--- config.mk ---
export PLATFORM = sky130hd
export DESIGN_NAME = ptt_csr
export DESIGN_NICKNAME = d
export VERILOG_FILES = /design/src/design/pid_trajectory_tracker_defines.svh /design/src/design/ptt_pkg.sv /design/src/design/ptt_csr.sv
export SDC_FILE = /design/constraint.sdc
export NUM_CORES = 1
export LEC_CHECK = 0
export BUFFER_PORTS_ARGS = -buffer_cell sky130_fd_sc_hd__buf_2
export CORE_MARGIN = 8
export CORE_UTILIZATION = 31
export CTS_BUF_LIST = sky130_fd_sc_hd__clkbuf_4 sky130_fd_sc_hd__clkbuf_8
export DETAILED_ROUTE_END_ITERATION = 7
export PLACE_DENSITY = 0.6
export RECOVER_POWER = 100
export SLEW_MARGIN = 20
export SYNTH_ARGS = -nofsm -noshare
export SYNTH_HDL_FRONTEND = slang
export SYNTH_SLANG_ARGS = --single-unit
--- constraint.sdc ---
create_clock -name clock -period 1.25 [get_ports clock]
set_clock_uncertainty 0.05 [all_clocks]
set_input_delay 0.125 -clock clock [delete_from_list [all_inputs] [get_ports clock]]
set_output_delay 0.125 -clock clock [all_outputs]
set_load 0.02 [all_outputs]
--- src/design/pid_trajectory_tracker_defines.svh ---
// Assertion helpers shared by the block's modules.
`ifndef PID_TRAJECTORY_TRACKER_DEFINES_SVH
`define PID_TRAJECTORY_TRACKER_DEFINES_SVH

// Same-cycle implication, disabled during reset.
`define PTT_ASSERT(lbl, clk, rst, ante, cons, msg) \
   lbl: assert property (@(posedge clk) disable iff (rst) (ante) |-> (cons)) \
      else $error(msg);

// Next-cycle implication, disabled during reset.
`define PTT_ASSERT_NEXT(lbl, clk, rst, ante, cons, msg) \
   lbl: assert property (@(posedge clk) disable iff (rst) (ante) |=> (cons)) \
      else $error(msg);

`endif

--- src/design/ptt_pkg.sv ---
package ptt_pkg;

   localparam int TRAJ_DEPTH = 2048;
   localparam int TRAJ_AW    = $clog2(TRAJ_DEPTH);

   localparam int CMD_W  = 2;
   localparam int IDX_W  = 11;
   localparam int DATA_W = 32;
   localparam int ENC_W  = 16;
   localparam int LEN_W  = 12;
   localparam int CSR_AW = 4;

   localparam int TRAJ_LEN_MAX = 2048;
   localparam int Q_FRAC       = 16;
   localparam int ROUND_HALF   = 32768;
   localparam int INTEGRAL_CAP = 1000 * 65536;

   // count*360*65536/1336 = count*17659 + count*67/167, rounded to nearest
   localparam int ANGLE_WHOLE    = 17659;
   localparam int ANGLE_FRAC_NUM = 67;
   localparam int ANGLE_DEN      = 167;
   localparam int ANGLE_BIAS     = 83;
   localparam int ANGLE_RECIP    = 25718367;  // floor(2^32 / 167)
   localparam int ANGLE_SHIFT    = 32;

   typedef enum logic [CMD_W-1:0] {
      CMD_LOAD  = 2'd0,
      CMD_START = 2'd1,
      CMD_TICK  = 2'd2
   } command_type;

   typedef enum logic [1:0] {
      REG_GAIN_P   = 2'd0,
      REG_GAIN_I   = 2'd1,
      REG_GAIN_D   = 2'd2,
      REG_TRAJ_LEN = 2'd3
   } reg_index_type;

   typedef enum logic [3:0] {
      ST_IDLE,
      ST_ANG0,
      ST_ANG1,
      ST_ANG2,
      ST_ANG3,
      ST_ERR,
      ST_INTG,
      ST_MUL0,
      ST_MUL1,
      ST_MUL2,
      ST_MUL3,
      ST_OUT
   } state_type;

   typedef struct packed {
      logic signed [DATA_W-1:0] gain_p;
      logic signed [DATA_W-1:0] gain_i;
      logic signed [DATA_W-1:0] gain_d;
      logic [LEN_W-1:0]         traj_len;
   } cfg_type;

   typedef struct packed {
      logic load;
      logic capture;
      logic ang0;
      logic ang1;
      logic ang2;
      logic ang3;
      logic err;
      logic intg;
      logic mul0;
      logic mul1;
      logic mul2;
      logic mul3;
      logic finish;
   } dp_cmd_type;

   typedef struct packed {
      logic last;
   } dp_status_type;

endpackage

--- src/design/ptt_csr.sv ---
module ptt_csr (
   input  logic                        clock,
   input  logic                        reset,
   input  logic                        psel,
   input  logic                        penable,
   input  logic                        pwrite,
   input  logic [ptt_pkg::CSR_AW-1:0]  paddr,
   input  logic [ptt_pkg::DATA_W-1:0]  pwdata,
   output logic [ptt_pkg::DATA_W-1:0]  prdata,
   output logic                        pready,
   output ptt_pkg::cfg_type            cfg
);
   import ptt_pkg::*;

   cfg_type       cfg_ff, cfg_in;
   reg_index_type reg_idx;
   logic          wr_en;

   assign pready  = 1'b1;
   assign wr_en   = psel && penable && pwrite;
   assign reg_idx = reg_index_type'(paddr[3:2]);

   always_comb begin
      cfg_in = cfg_ff;
      if (wr_en) begin
         unique case (reg_idx)
            REG_GAIN_P:   cfg_in.gain_p   = pwdata;
            REG_GAIN_I:   cfg_in.gain_i   = pwdata;
            REG_GAIN_D:   cfg_in.gain_d   = pwdata;
            REG_TRAJ_LEN: cfg_in.traj_len = pwdata[LEN_W-1:0];
         endcase
      end
   end

   always_ff @(posedge clock) begin
      if (reset) begin
         cfg_ff.gain_p   <= '0;
         cfg_ff.gain_i   <= '0;
         cfg_ff.gain_d   <= '0;
         cfg_ff.traj_len <= LEN_W'(1);
      end else begin
         cfg_ff <= cfg_in;
      end
   end

   always_comb begin
      unique case (reg_idx)
         REG_GAIN_P:   prdata = cfg_ff.gain_p;
         REG_GAIN_I:   prdata = cfg_ff.gain_i;
         REG_GAIN_D:   prdata = cfg_ff.gain_d;
         REG_TRAJ_LEN: prdata = {{(DATA_W-LEN_W){1'b0}}, cfg_ff.traj_len};
      endcase
   end

   assign cfg = cfg_ff;

endmodule

Word level (Yosys, flattened, before mapping)
Index checks and enable logic that the tools add are counted.
{ "word_totals": {"ff_bits": 108, "inputBits": 41, "output_inout_bits": 141, "elab_cells": 15} }
{ "op_classes": {"eq_ne": 3, "n_mux": 1, "n_reduce_logical": 7} }
{ "op_table": {"columns": ["op", "count"], "rows": [
  ["32-bit case mux with 4 select lines", 1],
  ["2-bit AND reduction", 4],
  ["2-bit equality test, second input constant", 2],
  ["2-bit by 1-bit equality test with 1-bit output, second input constant", 1],
  ["1-bit logical AND", 2],
  ["2-bit zero test", 1]
]} }

Depth between registers and ports, before layout
{ "logic_depth": {"word_depth": 3, "ltp_mapped": 5, "ltp_nobuf": 3} }

Worst setup path after synthesis
No wires, ideal clock.
{ "synth_timing": {"kind": "in2out", "startpoint": "in paddr[2] (netlist name)", "endpoint": "out prdata[12] (netlist name)", "arrival_time_ps": 1163, "t_required_ps": 1075, "slack_ps": -88, "cell_stages": 5, "n_path_buf": 3, "cell_sequence": "buf_6 buf_6 buf_6 mux2i_1 o21ai_0"} }
{ "synth_between": {"elab_chain_cells": 2, "word_cells_on_any_way": 5, "classes_between": "eq/ne: 3; mux: 1; reduce/logical: 1"} }
{ "synth_lines": {"columns": ["element", "line_no", "source"], "rows": [
  ["from (decl)", "ptt_csr.sv:7", "input logic [ptt_pkg::CSR_AW-1:0] paddr,"],
  ["2-bit equality test (tied with other cells)", "ptt_csr.sv:47", "unique case (reg_idx)"],
  ["32-bit case mux with 4 select lines *", "ptt_csr.sv:47", null],
  ["to (decl)", "ptt_csr.sv:9", "output logic [ptt_pkg::DATA_W-1:0] prdata,"]
]} }
Mark *: on every way between the ends. The rest lies on a longest branch, timed or not.

Worst setup path after layout
{ "layout_timing": {"startpoint": "reg cfg_ff (netlist bit cfg[19])", "endpoint": "out prdata[7] (netlist name)"} }
{ "layout_between": {"elab_chain_cells": 1} }
{ "layout_lines": {"columns": ["element", "line_no", "source"], "rows": [
  ["from (decl)", "ptt_csr.sv:15", "cfg_type cfg_ff, cfg_in;"],
  ["from (signal assigned)", "ptt_csr.sv:42", "cfg_ff <= cfg_in;"],
  ["32-bit case mux with 4 select lines", "ptt_csr.sv:47", null]
]} }
No other way between the ends.

==> reports/qor.yml <==
status: "finished, violations left"
violations: "setup timing"
rsz0062_at_grt: "true"
slew_headroom: 0.590
p_sw_uw: 1640
hpwl_um: 11100
power_per_cell_area_mw_per_mm2: 892
port_buffers: 178
holdCritStartpoint: "pwdata[26]"
critPathKind: "flip-flop to output port"
pwr-share-clk: 0.332
diodes: 0
via_per_inst: 4.61
ctsHtreeMaxLevel: 3
final_hold_viol_count: 0
setup_slack_ps: -263
min_path_type: "input pin to flip-flop"
synth-seq-cells: 108
ys_seq_area_frac: 0.427
fin_crit_sh: 1.21
arrival_ps: 1340
end_kind: "output port"
grt_pass1_wl_um: 25500
wl_per_cell_um: 17.3
grt_overflow: 0
cts_inserted_buffers: 9
grtUsageTotal: 0.157
gp_congestion: 0.770
nets: 767
netlist_area_sq_mm: 0.00507
worstMarginPinSlew_ps: 614
ir_drop_uv: 494
r2r-end: "cfg[75]"
pin_count: 182
cts_root_buf: "clkbuf_8"
cts_tree: "yes"
clockBufferDepth: 2
clock_latency_ps: 360
crit_fanout: 2
min_to: "cfg[70]"
maxSlewViolCount: 0
dieArea_sq_mm: 0.0207
timing.hold.ws_ps: 23.8
yosys_warnings: 0
p_comb_frac: 0.119
fin_area_sq_mm: 0.00718
p_leak_uw: 0.00353
cp-start-kind: "flip-flop"
path_cells: "mux4_2 > buf_6"
clk_pin_slew_ps: 100
routed_wl_um: 16400
p_int_uw: 4770
final_core_util: 0.451
syn_to_final_growth_pct: 41.7
clkSinkCount: 108
core_area_sq_mm: 0.0159
num_rows: 46
drt_iter0_markers: 144
max_stage_delay_ps: 480
fin_crit_ps: 1510
synthCells: 475
start_util: 0.318
dpl-instance-area_sq_mm: 0.00642
n_fill_cell: 1542
synth_cell_types: 20
seqCellArea_sq_mm: 0.00224
fin_setup_tns_ps: -5120
die_w_um: 144
drc: 0
grt_pass1_vias: 4769
largest_reg_flops: 108
min_path_cells: 3
synth_fp_nets: 516
swShare: 0.256
antenna_found_initial: 0
worstPathRequired_ps: 1080
worst-r2r-cell-count: 4
vias: 4365
max_freq_mhz: 661
ff2ff_setup_slack_ps: 380
dr.pass1.iters: 4
maxCapViolCount: 0
r2r_start: "cfg[75]"
ant_nets: 0
crit_path_top_delay_cell: "mux4_2"
drive_gt1_frac: 0.451
finalSetupViolCount: 47
grt_max_degree: 74
syn_avg_cell_area_sq_um: 10.7
seq_power_share: 0.549
multi_input_area_sq_mm: 0.00268
die_h_um: 144
## cell type report
type / instances / area share
Multi-Input combinational cell: 331 / 0.373
Clock inverter: 3 / 0.00279
Timing Repair Buffer: 276 / 0.250
Tap cell: 216 / 0.0376
Sequential cell: 108 / 0.312
Clock buffer: 13 / 0.0240
## metal layers
| metal | up-vias | routed length [um] | GRT usage |
|---|---|---|---|
| li1 | 2109 | - | - |
| met1 | 2107 | 6860 | 0.179 |
| met2 | 129 | 8420 | 0.278 |
| met3 | 20 | 768 | 0.0332 |
| met4 | 0 | 333 | 0.0636 |
| met5 | - | 0 | 0 |
## placed cells by master, fill, tap and decap left out, types with 12 or more instances in the layout
| cell type | count |
|---|---|
| nand2b_1 | 139 |
| dfxtp_1 | 45 |
| clkbuf_8 | 12 |
| clkbuf_1 | 27 |
| buf_4 | 86 |
| dlygate4sd3_1 | 15 |
| o21ai_1 | 19 |
| buf_6 | 13 |
| nand2_1 | 21 |
| clkbuf_2 | 78 |
| dfxtp_2 | 63 |
| mux4_2 | 12 |
| mux2i_1 | 126 |
| buf_2 | 50 |
## through the flow
step	power, uW	worst slack [ps]	instances
after floorplan	4020	62.3	475
after global placement	4290	-85.7	866
after detailed placement	4300	-96.3	866
after CTS	6490	-301	944
after global routing	6680	-310	947
final	6410	-263	947
## cell families after synthesis
kind of cell,share of synthesized area
simple gates,0.203
mux,0.306
flops,0.427
buf+inv,0.0442
compound gates,0.0197
other cells,0.000740
## cells in the mapped netlist, drive strengths merged
cell      n  area share
nand3     2      0.0020
nor2      2      0.0015
mux2i   128        0.25
and2b     1      0.0015
mux4     12       0.053
nor3b     1      0.0025
nand2b  139        0.17
dfxtp   108        0.43
and3      1      0.0012
conb      1     0.00074
clkbuf   19       0.014
nor3      1      0.0020
nand3b    1      0.0022
or3       1      0.0022
nand2    21       0.016
o21ai    20       0.020
buf      17       0.030
## power groups by stage
stage                     Combinational [uW]  Clock (uW)  Sequential [uW]
after CTS                                788        2180             3520
after floorplan                          378           0             3650
after global routing                     812        2340             3520
final                                    760        2130             3520
after detailed placement                 701           0             3600
after global placement                   690           0             3600
## worst max path at each step
stage | to | from | slack (ps) | cells after the start
after detailed placement | prdata[7] | paddr[2] | -100 | 4
after global routing | prdata[7] | cfg[19] | -310 | 2
after CTS | prdata[7] | cfg[19] | -300 | 2
after global placement | prdata[7] | paddr[2] | -90 | 4
after floorplan | prdata[12] | paddr[2] | 60 | 5
final | prdata[7] | cfg[19] | -260 | 2
## critical path, delay by kind of cell (launching register included)
family,cells,cell delay [ps]
buf+inv,1,150
flops,1,340
mux,1,480
## timing repair
action	4_1_cts	5_1_grt
pin swaps	2	3
hold buffers	15	0
gates resized for setup	109	15
setup buffers	47	3
setup endpoints to repair	32	32
hold endpoints to repair	32	0
(Power assumes the default switching activity.)
