==> config.mk <==
export PLATFORM = sky130hd
export DESIGN_NAME = ptt_control
export DESIGN_NICKNAME = d
export VERILOG_FILES = /design/src/design/ptt_pkg.sv /design/src/design/ptt_control.sv
export VERILOG_INCLUDE_DIRS = /design/src /design/src/design
export SDC_FILE = /design/constraint.sdc
export NUM_CORES = 1
export LEC_CHECK = 0
export BUFFER_PORTS_ARGS = -buffer_cell sky130_fd_sc_hd__buf_2
export CAP_MARGIN = 20
export CORE_AREA = 2 2 39 41
export DETAILED_ROUTE_END_ITERATION = 6
export DIE_AREA = 0 0 41 43
export GPL_TIMING_DRIVEN = 1
export PLACE_DENSITY_LB_ADDON = 0.25
export SLEW_MARGIN = 25
export SYNTH_ARGS = -nofsm -noshare
export SYNTH_HDL_FRONTEND = slang
export SYNTH_SLANG_ARGS = --single-unit
export TNS_END_PERCENT = 1
==> constraint.sdc <==
create_clock -name clock -period 1.3 [get_ports clock]
set_input_delay 0.13 -clock clock [delete_from_list [all_inputs] [get_ports clock]]
set_output_delay 0.13 -clock clock [all_outputs]
set_load 0.05 [all_outputs]
==> src/design/pid_trajectory_tracker_defines.svh <==
// Assertion helpers shared by the block's modules.
`ifndef PID_TRAJECTORY_TRACKER_DEFINES_SVH
`define PID_TRAJECTORY_TRACKER_DEFINES_SVH

// Same-cycle implication, disabled during reset.
`define PTT_ASSERT(lbl, clk, rst, ante, cons, msg) \
   lbl: assert property (@(posedge clk) disable iff (rst) (ante) |-> (cons)) \
      else $error(msg);

// Next-cycle implication, disabled during reset.
`define PTT_ASSERT_NEXT(lbl, clk, rst, ante, cons, msg) \
   lbl: assert property (@(posedge clk) disable iff (rst) (ante) |=> (cons)) \
      else $error(msg);

`endif

==> src/design/ptt_pkg.sv <==
package ptt_pkg;

   localparam int TRAJ_DEPTH = 2048;
   localparam int TRAJ_AW    = $clog2(TRAJ_DEPTH);

   localparam int CMD_W  = 2;
   localparam int IDX_W  = 11;
   localparam int DATA_W = 32;
   localparam int ENC_W  = 16;
   localparam int LEN_W  = 12;
   localparam int CSR_AW = 4;

   localparam int TRAJ_LEN_MAX = 2048;
   localparam int Q_FRAC       = 16;
   localparam int ROUND_HALF   = 32768;
   localparam int INTEGRAL_CAP = 1000 * 65536;

   // count*360*65536/1336 = count*17659 + count*67/167, rounded to nearest
   localparam int ANGLE_WHOLE    = 17659;
   localparam int ANGLE_FRAC_NUM = 67;
   localparam int ANGLE_DEN      = 167;
   localparam int ANGLE_BIAS     = 83;
   localparam int ANGLE_RECIP    = 25718367;  // floor(2^32 / 167)
   localparam int ANGLE_SHIFT    = 32;

   typedef enum logic [CMD_W-1:0] {
      CMD_LOAD  = 2'd0,
      CMD_START = 2'd1,
      CMD_TICK  = 2'd2
   } command_type;

   typedef enum logic [1:0] {
      REG_GAIN_P   = 2'd0,
      REG_GAIN_I   = 2'd1,
      REG_GAIN_D   = 2'd2,
      REG_TRAJ_LEN = 2'd3
   } reg_index_type;

   typedef enum logic [3:0] {
      ST_IDLE,
      ST_ANG0,
      ST_ANG1,
      ST_ANG2,
      ST_ANG3,
      ST_ERR,
      ST_INTG,
      ST_MUL0,
      ST_MUL1,
      ST_MUL2,
      ST_MUL3,
      ST_OUT
   } state_type;

   typedef struct packed {
      logic signed [DATA_W-1:0] gain_p;
      logic signed [DATA_W-1:0] gain_i;
      logic signed [DATA_W-1:0] gain_d;
      logic [LEN_W-1:0]         traj_len;
   } cfg_type;

   typedef struct packed {
      logic load;
      logic capture;
      logic ang0;
      logic ang1;
      logic ang2;
      logic ang3;
      logic err;
      logic intg;
      logic mul0;
      logic mul1;
      logic mul2;
      logic mul3;
      logic finish;
   } dp_cmd_type;

   typedef struct packed {
      logic last;
   } dp_status_type;

endpackage

==> src/design/ptt_control.sv <==
`include "pid_trajectory_tracker_defines.svh"

module ptt_control (
   input  logic                       clock,
   input  logic                       reset,
   input  logic                       req_valid,
   output logic                       req_ready,
   input  logic [ptt_pkg::CMD_W-1:0]  req_command,
   output logic                       rsp_valid,
   input  logic                       rsp_ready,
   input  ptt_pkg::dp_status_type     status,
   output ptt_pkg::dp_cmd_type        dp_cmd
);
   import ptt_pkg::*;

   state_type state_ff, state_in;
   logic      tracking_ff, tracking_in;
   logic      rsp_valid_ff, rsp_valid_in;
   logic      accept;
   logic      run_tick;
   logic      slot_free;

   assign req_ready = (state_ff == ST_IDLE);
   assign accept    = req_valid && req_ready;
   assign run_tick  = accept && (req_command == CMD_TICK) && tracking_ff;
   assign slot_free = !rsp_valid_ff || rsp_ready;

   always_comb begin
      state_in = state_ff;
      unique case (state_ff)
         ST_IDLE: if (run_tick) state_in = ST_ANG0;
         ST_ANG0: state_in = ST_ANG1;
         ST_ANG1: state_in = ST_ANG2;
         ST_ANG2: state_in = ST_ANG3;
         ST_ANG3: state_in = ST_ERR;
         ST_ERR:  state_in = ST_INTG;
         ST_INTG: state_in = ST_MUL0;
         ST_MUL0: state_in = ST_MUL1;
         ST_MUL1: state_in = ST_MUL2;
         ST_MUL2: state_in = ST_MUL3;
         ST_MUL3: state_in = ST_OUT;
         ST_OUT:  if (slot_free) state_in = ST_IDLE;
         default: state_in = ST_IDLE;
      endcase
   end

   always_comb begin
      dp_cmd         = '0;
      dp_cmd.load    = accept && (req_command == CMD_LOAD);
      dp_cmd.capture = run_tick;
      unique case (state_ff)
         ST_ANG0: dp_cmd.ang0   = 1'b1;
         ST_ANG1: dp_cmd.ang1   = 1'b1;
         ST_ANG2: dp_cmd.ang2   = 1'b1;
         ST_ANG3: dp_cmd.ang3   = 1'b1;
         ST_ERR:  dp_cmd.err    = 1'b1;
         ST_INTG: dp_cmd.intg   = 1'b1;
         ST_MUL0: dp_cmd.mul0   = 1'b1;
         ST_MUL1: dp_cmd.mul1   = 1'b1;
         ST_MUL2: dp_cmd.mul2   = 1'b1;
         ST_MUL3: dp_cmd.mul3   = 1'b1;
         ST_OUT:  dp_cmd.finish = slot_free;
         default: dp_cmd.finish = 1'b0;
      endcase
   end

   always_comb begin
      tracking_in = tracking_ff;
      if (accept && (req_command == CMD_START)) tracking_in = 1'b1;
      else if (dp_cmd.finish && status.last) tracking_in = 1'b0;
   end

   always_comb begin
      rsp_valid_in = rsp_valid_ff;
      if (dp_cmd.finish) rsp_valid_in = 1'b1;
      else if (rsp_ready) rsp_valid_in = 1'b0;
   end

   always_ff @(posedge clock) begin
      if (reset) begin
         state_ff     <= ST_IDLE;
         tracking_ff  <= 1'b0;
         rsp_valid_ff <= 1'b0;
      end else begin
         state_ff     <= state_in;
         tracking_ff  <= tracking_in;
         rsp_valid_ff <= rsp_valid_in;
      end
   end

   assign rsp_valid = rsp_valid_ff;

   `PTT_ASSERT(run_only_tracking, clock, reset, state_ff == ST_ANG0, tracking_ff, "sample run while idle")
   `PTT_ASSERT_NEXT(last_ends_run, clock, reset, dp_cmd.finish && status.last, !tracking_ff, "run not ended on last sample")
   `PTT_ASSERT_NEXT(no_overwrite, clock, reset, (state_ff == ST_OUT) && rsp_valid_ff && !rsp_ready, (state_ff == ST_OUT) && rsp_valid_ff, "pending result overwritten")

endmodule

* Word-level counts from Yosys, hierarchy flattened
Index checks and enable logic that the tools add are counted.
** Word-level totals
- Register bits :: 6
- Bits in latches :: 0
- Bits in writable memories :: 0
- ROM bits :: 0
- Input port bits :: 7
- Logic and storage cells :: 49
- Memories kept :: 0
** Cells by class
- $add $sub $neg :: 0
- $mul :: 0
- Divide/modulo/power cells :: 0
- Order comparisons :: 0
- Equality and inequality tests :: 15
- Shifts and indexed selects :: 0
- Muxes and demuxes :: 18
- Bitwise gates (word level) :: 0
- Reduce and logical (&&, ||, !) cells :: 13
** Operator list (number)
- 4-bit case mux with 12 select lines :: 1
- 4-bit by 3-bit equality test with 1-bit output, second input constant :: 4
- 4-bit equality test, second input constant :: 4
- 1-bit 2-to-1 mux :: 15
- 4-bit by 2-bit equality test with 1-bit output, second input constant :: 2
- 4-bit 2-to-1 mux :: 2
- 1-bit logical AND :: 6
- 4-bit by 1-bit equality test with 1-bit output, second input constant :: 1
- 4-bit zero test :: 1
- 2-bit nonzero test :: 2
- 2-bit by 1-bit equality test with 1-bit output, second input constant :: 1
- 2-bit equality test, second input constant :: 1
- 2-bit zero test :: 1
- 2-bit by 1-bit inequality test with 1-bit output, second input constant :: 1
- 2-bit inequality test, second input constant :: 1
- 2-bit AND reduction :: 1
- 1-bit zero test :: 1
- 1-bit logical OR :: 1

* Longest topological paths before layout
- Depth after elaboration :: 6
- Depth in mapped cells :: 5
- Gate-level depth less buffers :: 3

* Worst setup path before layout
Ideal clock, no wire load.
- Path type :: register to output
- From :: register state_ff[1]
- To :: output dp_cmd[12] (netlist bit)
- Arrival time :: 2.188 ns
- Required time :: 1.170 ns
- Path slack :: -1.018 ns
- Stages on the path, launching flop included :: 5
- Buffers on the path :: 1
- Path through :: dfxtp_1 > buf_4 > nor4_4 > inv_2 > nor4b_2
** RTL lines
- start: declaration :: RTL line ptt_control.sv:16 : state_type state_ff, state_in;
- start signal: assignment :: RTL line ptt_control.sv:85 : state_ff <= state_in;
- end: declaration :: RTL line ptt_control.sv:12 : output ptt_pkg::dp_cmd_type dp_cmd

==> flow_metrics.py <==
metrics = {
    "outcome": {
        "status": "finished with violations",
        "violations": "negative setup slack",
    },
    "synthesis": {
        "syn-num-nets": 59,
        "synth.area.top_cells": "dfxtp_1 (27%), buf_4 (8.5%), nor3_1 (7.9%), nand2b_4 (6.2%), nor2_1 (5.9%)",
        "yosysWarnings": 0,
        "synthesis.area_sq_um": 444,
        "synth_area_per_cell_sq_um": 8.54,
        "synth_cell_type_count": 26,
        "synth_top_area_share": 0.270,
        "yosysSeqAreaShare": 0.270,
        "syn_inst": 52,
        "ys_ff_latch": 6,
        "synth.largest_area_cell": "dfxtp_1",
    },
    "clocking": {
        "ctsHoldBuffers": 0,
        "max-clock-path-buffers": 2,
        "clkTransAtPathRegs_ps": 50,
        "cts_tree": "done",
        "root_buffer": "clkbuf_4",
        "cts_buffers": 3,
        "numClockSinks": 6,
        "postCtsSetupRepairBufs": 0,
        "clkLatencyLatePin_ps": 250,
        "cts_htree_levels": 1,
    },
    "placement": {
        "io_buffers": 21,
        "dpl_worst_slack_ps": -63.4,
        "dp.final_hpwl_microns": 902,
        "gp_congestion": 0.746,
    },
    "detailed_routing": {
        "ant_nets": 0,
        "avgViaCountPerCell": 4.87,
        "drc": 0,
        "num_vias": 477,
        "first_pass_iters": 1,
        "finalWirelength_mm": 1.20,
        "drt_iter0_drc": 0,
        "wire_per_inst_microns": 12.3,
    },
    "setup_path": {
        "critical_path_class": "flip-flop to output port",
        "reg2reg_from": "state_ff[2]",
        "required_ps": 1170,
        "rrSetupSlack_ps": 80,
        "cp.arrival_ps": 1420,
        "end_kind": "output port",
        "r2r_end": "tracking_ff",
        "cp-start-kind": "flip-flop",
        "cp_max_fo": 6,
        "reg2reg_depth": 4,
    },
    "min_path": {
        "hold_path_depth": 2,
        "hold_class": "primary input to flip-flop",
        "hold_path_startpoint": "reset",
        "min_to": "state_ff[2]",
    },
    "timing": {
        "worst_slack_ps": -246,
        "setup_tns_ps": -2030,
        "period_minus_slack_ps": 1550,
        "fmax_ghz": 0.647,
        "setup_viol": 13,
        "worst_pin_slew_ps": 433,
        "hold_viol": 0,
        "slew_headroom": 0.711,
        "fin_crit_sh": 1.19,
        "worst_clock_skew_ps": 4.52,
        "slew_viol_final": 0,
        "rsz0062_at_grt": "yes",
    },
    "die": {
        "fp.coreArea_sq_mm": 0.00138,
        "fp-row-count": 14,
        "boundaryPins": 22,
        "initial_core_util": 0.321,
        "die-area_sq_mm": 0.00176,
        "die_w_microns": 41,
        "die_y_microns": 43,
    },
    "power": {
        "vdd_drop_max_mv": 0.511,
        "p_leak_nw": 0.352,
        "power.total_mw": 0.794,
        "power_density_mw_per_mm2": 1040,
    },
    "finish": {
        "area_growth_pct": 71.5,
        "antenna_cells": 0,
        "nFillCells": 135,
        "multi_input_area_sq_um": 298,
        "seqCellArea_sq_um": 128,
        "nets": 91,
        "drive_above_1_share": 0.659,
    },
    "job": {
        "maxCapViolations": 0,
    },
    "grt": {
        "track_usage": 0.165,
        "grt_first_pass_wirelength_mm": 1.86,
        "antenna_found_initial": 0,
        "grt_pass1_vias": 439,
        "grt_max_degree": 8,
        "overflow": 0,
    },
}
-- cell families after synthesis --
family / synth area share
AND/OR/NAND/NOR: 0.423
XOR/XNOR: 0.0197
buffers and inverters: 0.135
AO/OA/AOI/OAI: 0.152
flip-flops: 0.270
-- what timing repair did --
| item | 4_1_cts | 5_1_grt |
|---|---|---|
| resized for setup | 29 | 10 |
| pin swaps | 1 | 1 |
| endpoints found under the setup margin | 14 | 15 |
| cloned | 0 | 0 |
-- per-stage QoR --
stage / util / instances / instance area (sq um) / hold slack (ps)
after floorplan: - / 52 / 453 / 199
after global placement: 0.448 / 95 / 619 / 373
after detailed placement: 0.448 / 95 / 619 / 379
after CTS: 0.524 / 98 / 726 / 107
after global routing: 0.551 / 98 / 762 / 119
final: 0.551 / 98 / 762 / 118
-- routing by layer --
metal	share of wire	track usage	vias up	routed length, microns
li1	-	-	241	-
met1	0.41	0.192	217	494
met2	0.52	0.244	15	625
met3	0.045	0.0314	4	54
met4	0.023	0.140	0	28
met5	0	0	-	0
-- critical path: stages, from the launching register on --
cell and delay [ps]:
dfxtp_2 350, nor4_4 310, inv_2 90, nor4b_4 220, buf_6 190
-- state kept, by name, indices dropped and copies added (netlist names) --
| signal | cells |
|---|---|
| rsp_valid | 1 |
| state_ff | 4 |
| tracking_ff | 1 |
-- power breakdown --
part | internal, mW | switching [mW] | leakage [nW]
Combinational | 0.178 | 0.211 | 0.288
Clock | 0.105 | 0.0741 | 0.0138
Sequential | 0.202 | 0.0249 | 0.0509
-- worst max path at each step --
stage                startpoint    endpoint  slack, ps  depth (start not counted)
finish              state_ff[1]  dp_cmd[12]       -250                          4
global route        state_ff[1]  dp_cmd[12]       -330                          4
CTS                 state_ff[1]  dp_cmd[12]       -250                          4
detailed placement  state_ff[0]  dp_cmd[12]        -60                          4
global placement    state_ff[0]  dp_cmd[12]        -50                          4
floorplan           state_ff[1]  dp_cmd[12]       -730                          4
-- final cells by class --
cell class,instances,share of cell area
multi-input combinational,37,0.391
timing repair buffer,33,0.371
inverter,3,0.0148
clock buffer,3,0.0296
sequential,6,0.167
tap,16,0.0263
-- placed cells by master, fill, tap and decap left out, types with 2 or more instances in the layout --
| cell type | count |
|---|---|
| a21oi_1 | 3 |
| buf_2 | 7 |
| buf_4 | 13 |
| buf_6 | 12 |
| clkbuf_4 | 3 |
| dfxtp_1 | 2 |
| dfxtp_2 | 3 |
| inv_1 | 2 |
| nand2b_4 | 2 |
| nand4b_1 | 2 |
| nor2_1 | 5 |
| nor2_2 | 2 |
| nor3_1 | 3 |
| nor3_2 | 4 |
-- cell usage after synthesis --
cell type and count:
nand4b_1 2, inv_1 2, nand3_1 1, o41ai_1 1, buf_4 5, a2111oi_2 1, or2b_2 1, dfxtp_1 6
nor4_4 1, or2_1 1, or2b_1 1, nor4b_2 1, xor2_1 1, a21oi_1 3, a221oi_1 1, a31oi_1 1
nand2_1 1, nor3_1 7, inv_2 1, and2b_1 1, buf_6 1, nor2_1 7, o21ai_0 1, nand2b_4 2
nor2b_1 1, a21o_2 1
Power figures use the tool's default switching activity.
